File: src/mcs_pkg.sv
// ----------------------------------------------------------------------------
// mcs_pkg
// Shared types, constants and the class encoder for the monotonic classify
// and sort block.
// ----------------------------------------------------------------------------
`default_nettype none

package mcs_pkg;

    localparam int MAX_ELEMENTS_DEF = 64;

    typedef logic signed [31:0] t_value;

    typedef enum logic [2:0] {
        CLASS_SINC     = 3'd0,
        CLASS_SDEC     = 3'd1,
        CLASS_NDEC     = 3'd2,
        CLASS_NINC     = 3'd3,
        CLASS_UNSORTED = 3'd4
    } t_class;

    localparam int FLAG_SINC = 0;
    localparam int FLAG_SDEC = 1;
    localparam int FLAG_NDEC = 2;
    localparam int FLAG_NINC = 3;

    typedef enum logic [1:0] {
        ST_LOAD   = 2'd0,
        ST_SETTLE = 2'd1,
        ST_EMIT   = 2'd2
    } t_state;

    typedef struct packed {
        t_value value;
        logic   last;
    } t_in_word;

    typedef struct packed {
        logic [2:0] class_code;
        t_value     sorted_value;
        logic       has_value;
        logic       end_of_run;
        logic       overflow;
    } t_out_word;

    typedef struct packed {
        logic shift;
        logic clear;
    } t_cell_ctl;

    function automatic t_class classify(input logic [3:0] flags);
        t_class c;
        priority if (flags[FLAG_SINC]) c = CLASS_SINC;
        else if (flags[FLAG_SDEC])     c = CLASS_SDEC;
        else if (flags[FLAG_NDEC])     c = CLASS_NDEC;
        else if (flags[FLAG_NINC])     c = CLASS_NINC;
        else                           c = CLASS_UNSORTED;
        return c;
    endfunction

endpackage

`default_nettype wire

File: src/mcs_cell.sv
// ----------------------------------------------------------------------------
// mcs_cell
// One sorting cell: keeps the smaller of its stored and incoming values,
// hands the larger one to the next cell, and shifts toward the head on drain.
// ----------------------------------------------------------------------------
`default_nettype none

module mcs_cell
    import mcs_pkg::*;
(
    input  wire logic      i_clk,
    input  wire logic      i_rst_n,
    input  wire t_cell_ctl i_ctl,
    input  wire logic      i_in_valid,
    input  wire t_value    i_in_value,
    input  wire logic      i_next_full,
    input  wire t_value    i_next_value,
    output logic           o_full,
    output t_value         o_value,
    output logic           o_pass_valid,
    output t_value         o_pass_value
);

    logic   r_full, n_full;
    t_value r_value, n_value;
    logic   r_pass_valid, n_pass_valid;
    t_value r_pass_value, n_pass_value;

    always_comb begin
        n_full       = r_full;
        n_value      = r_value;
        n_pass_valid = 1'b0;
        n_pass_value = r_pass_value;
        priority if (i_ctl.clear) begin
            n_full = 1'b0;
        end else if (i_ctl.shift) begin
            n_full  = i_next_full;
            n_value = i_next_value;
        end else if (i_in_valid) begin
            if (!r_full) begin
                n_full  = 1'b1;
                n_value = i_in_value;
            end else if (i_in_value < r_value) begin
                n_value      = i_in_value;
                n_pass_valid = 1'b1;
                n_pass_value = r_value;
            end else begin
                n_pass_valid = 1'b1;
                n_pass_value = i_in_value;
            end
        end else begin
            n_pass_valid = 1'b0;
        end
    end

    always_ff @(posedge i_clk) begin
        if (!i_rst_n) begin
            r_full       <= 1'b0;
            r_pass_valid <= 1'b0;
        end else begin
            r_full       <= n_full;
            r_pass_valid <= n_pass_valid;
        end
        r_value      <= n_value;
        r_pass_value <= n_pass_value;
    end

    assign o_full       = r_full;
    assign o_value      = r_value;
    assign o_pass_valid = r_pass_valid;
    assign o_pass_value = r_pass_value;

endmodule

`default_nettype wire

File: config.mk
export PLATFORM = sky130hd
export DESIGN_NAME = mcs_cell
export DESIGN_NICKNAME = d
export VERILOG_FILES = /design/src/mcs_pkg.sv /design/src/mcs_cell.sv
export SDC_FILE = /design/constraint.sdc
export NUM_CORES = 1
export LEC_CHECK = 0
export BUFFER_PORTS_ARGS = -buffer_cell sky130_fd_sc_hd__buf_2
export CAP_MARGIN = 30
export CORE_ASPECT_RATIO = 0.7
export CORE_MARGIN = 1
export CORE_UTILIZATION = 25
export DETAILED_ROUTE_END_ITERATION = 6
export SETUP_SLACK_MARGIN = 0.02
export SLEW_MARGIN = 20
export SYNTH_ARGS = -nofsm -noshare
export SYNTH_HDL_FRONTEND = slang
export SYNTH_SLANG_ARGS = --single-unit
File: constraint.sdc
create_clock -name i_clk -period 9.4 [get_ports i_clk]
set_input_delay 0.94 -clock i_clk [delete_from_list [all_inputs] [get_ports i_clk]]
set_output_delay 0.94 -clock i_clk [all_outputs]
set_load 0.01 [all_outputs]
==> flow_summary.json <==
{
  "setup_viol": 0,
  "p_int_mw": 0.711,
  "die-area_um2": 15300,
  "fillCellCount": 1419,
  "cts_hold_buffers": 0,
  "clkPwrFrac_pct": 45.2,
  "path_class": "input pin to flip-flop",
  "worstHoldPathType": "flip-flop to flip-flop",
  "grt_max_degree": 38,
  "grt_overflow_total": 0,
  "use_met3_pct": 3.92,
  "seq_power_share_pct": 38.1,
  "status": "completed",
  "cts.sinks": 66,
  "fin_crit_ns": 3.56,
  "cts_setup_buffers": 0,
  "die_w_um": 147,
  "switching_share_pct": 22.5,
  "place_congestion": 0.722,
  "drt_iter0_drc": 94,
  "start_util_pct": 26.0,
  "area_growth_syn_to_layout_pct": 35.1,
  "clockBufferDepth": 2,
  "fmax_ghz": 0.281,
  "combPwrFrac_pct": 16.6,
  "period_share_pct": 37.9,
  "htreeDepth": 3,
  "die_y_um": 104,
  "dr.pass1.iters": 4,
  "io_pins": 136,
  "final_common_cell": "buf_2",
  "synth-edff-count": 64,
  "grt_busiest_layer": "met2",
  "p_leak_nw": 2.27,
  "ir_worst_vdd_v": 0.0000748,
  "vias": 2548,
  "synthMuxAreaShare_pct": 22.4,
  "p_per_area_nw_per_um2": 184,
  "regArea_um2": 1960,
  "drive_gt1_share_pct": 54.8,
  "rsz0062_at_grt": "false",
  "p_sw_mw": 0.207,
  "n_antenna_cell": 0,
  "maxSlewHeadroom_pct": 39.8,
  "grt_pass1_wl_um": 13600,
  "ys_types": 31,
  "core-area_um2": 14200,
  "synth-adder-area-share_pct": 10.5,
  "drtAntennaViolNets": 0,
  "antenna_found_initial": 0,
  "synth_top_family_by_area": "multiplexers",
  "final_cell_mix": "buf_2 (135), edfxtp_1 (64), mux2_2 (35)",
  "port_buffers": 135,
  "grt_use_total_pct": 11.6,
  "synth_compound_area_share_pct": 5.18,
  "avgSynthCellArea_um2": 14.2,
  "multiInputGateArea_um2": 1570,
  "postCtsResizedCells": 0,
  "cts_tree": "built",
  "layout.nets": 505,
  "worstMarginPinSlew_ns": 0.903,
  "netlist_instances": 260,
  "dpl_cell_area_um2": 4600,
  "cts-buffers-inserted": 9,
  "cp-end-kind": "flip-flop",
  "slew_viol_final": 0,
  "synth-simple-area-share_pct": 4.13,
  "clock_latency_ns": 0.33,
  "tns_ns": 0,
  "design_area_um2": 4990,
  "hold_viol_final": 0,
  "cts-root-buf": "clkbuf_16",
  "synth_area_um2": 3700,
  "via_per_inst": 4.25,
  "clk_pin_slew_ns": 0.06,
  "synth_ff_type": "edfxtp_1",
  "grt_pass1_vias": 2599,
  "synth_seq_area_share_pct": 53.1,
  "drcViolationCount": 0,
  "dp_hpwl_um": 6500,
  "drv_cap": 0,
  "skew_ns": 0.00850,
  "async_flop_share_pct": 0,
  "path_max_fanout": 31,
  "use_met2_pct": 17.2,
  "yosys_warnings": 0,
  "wirelength_um": 8580,
  "synthesis.nets": 361,
  "wl_per_cell_um": 14.3,
  "rows": 36,
  "start_kind": "input pin",
  "worstPathArrival_ns": 3.64,
  "grtUsageMet1_pct": 15.9,
  "synth_xor_area_share_pct": 0,
  "cp.required_ns": 9.48,
  "yosys_register_bits": 66
}
## synthesized netlist by cell type, drive strengths merged, types with 2 or more instances
cell / n / area [um2]
edfxtp: 64 / 1920
mux2: 64 / 830
inv: 33 / 124
ha: 31 / 388
a21oi: 12 / 60.1
nand2: 10 / 37.5
nor2: 10 / 37.5
o21ai: 5 / 25.0
buf: 4 / 37.5
a211oi: 3 / 35.0
clkbuf: 3 / 11.3
a221o: 2 / 20.0
and2: 2 / 15.0
and4: 2 / 17.5
dfxtp: 2 / 40.0
nand3: 2 / 10.0
nand4: 2 / 12.5
## flip-flops by register name, summed over array words and instances (netlist names)
signal and flops:
o_pass_value 32, o_value 32, o_full 1, o_pass_valid 1
## stage by stage
| step | hold slack, ns | power (mW) | std cells | util, % | setup WS [ns] |
|---|---|---|---|---|---|
| final | 0.600 | 0.918 | 599 | 35.2 | 5.84 |
| after global routing | 0.623 | 0.960 | 599 | 35.2 | 5.76 |
| after CTS | 0.599 | 0.931 | 598 | 35.0 | 5.84 |
| after detailed placement | 0.588 | 0.510 | 582 | 32.4 | 5.49 |
| after global placement | 0.589 | 0.505 | 582 | 32.4 | 5.54 |
| after floorplan | 0.640 | 0.462 | 260 | - | 4.28 |
## cell families (layout without fill, tap and decap cells)
logic type / count (synthesis) / after routing
fa+ha+maj: 31 / 31
simple gates: 31 / 31
compound gates: 28 / 28
buf+inv: 40 / 189
mux: 64 / 64
flops: 66 / 66
## cell type report
| type | instances | share of cell area [%] |
|---|---|---|
| sequential | 66 | 39.3 |
| multi-input combinational | 154 | 31.4 |
| timing repair buffer | 140 | 14.7 |
| tap | 190 | 4.76 |
| clock buffer | 9 | 4.51 |
| clock inverter | 7 | 2.83 |
| inverter | 33 | 2.48 |
## per-layer routing
layer	vias to the layer above	routed length [um]
met4	0	55
met2	85	3640
met3	6	535
met1	1202	4350
met5	-	0
li1	1255	-
## path summary, 6_finish.rpt
| kind | from | end | slack (ns) | cells after the start |
|---|---|---|---|---|
| worst max-delay path | i_in_value[25] | o_pass_value[1]$_DFFE_PP_ | 5.84 | 9 |
| worst min-delay path | o_value[22]$_DFFE_PP_ | o_pass_value[22]$_DFFE_PP_ | 0.60 | 1 |
| worst max register to register | o_value[25]$_DFFE_PP_ | o_pass_value[1]$_DFFE_PP_ | 6.16 | 9 |
| worst min register to register | o_value[22]$_DFFE_PP_ | o_pass_value[22]$_DFFE_PP_ | 0.60 | 1 |
## power groups by stage
| stage | Combinational [mW] | Clock, mW | Sequential, mW |
|---|---|---|---|
| 4_1_cts | 0.154 | 0.427 | 0.350 |
| 2_1_floorplan | 0.102 | 0 | 0.360 |
| 5_1_grt | 0.169 | 0.439 | 0.352 |
| 6_report | 0.153 | 0.415 | 0.350 |
| 3_5_place_dp | 0.153 | 0 | 0.356 |
| 3_3_place_gp | 0.149 | 0 | 0.356 |
## critical path, stage by stage
cell and delay (ns):
buf_2 0.12, ha_1 0.30, a21o_1 0.19, a221o_1 0.31, a221o_1 0.38, o2bb2ai_1 0.17
a211oi_4 0.25, buf_4 0.54, mux2_2 0.41
(Power assumes the default switching activity.)
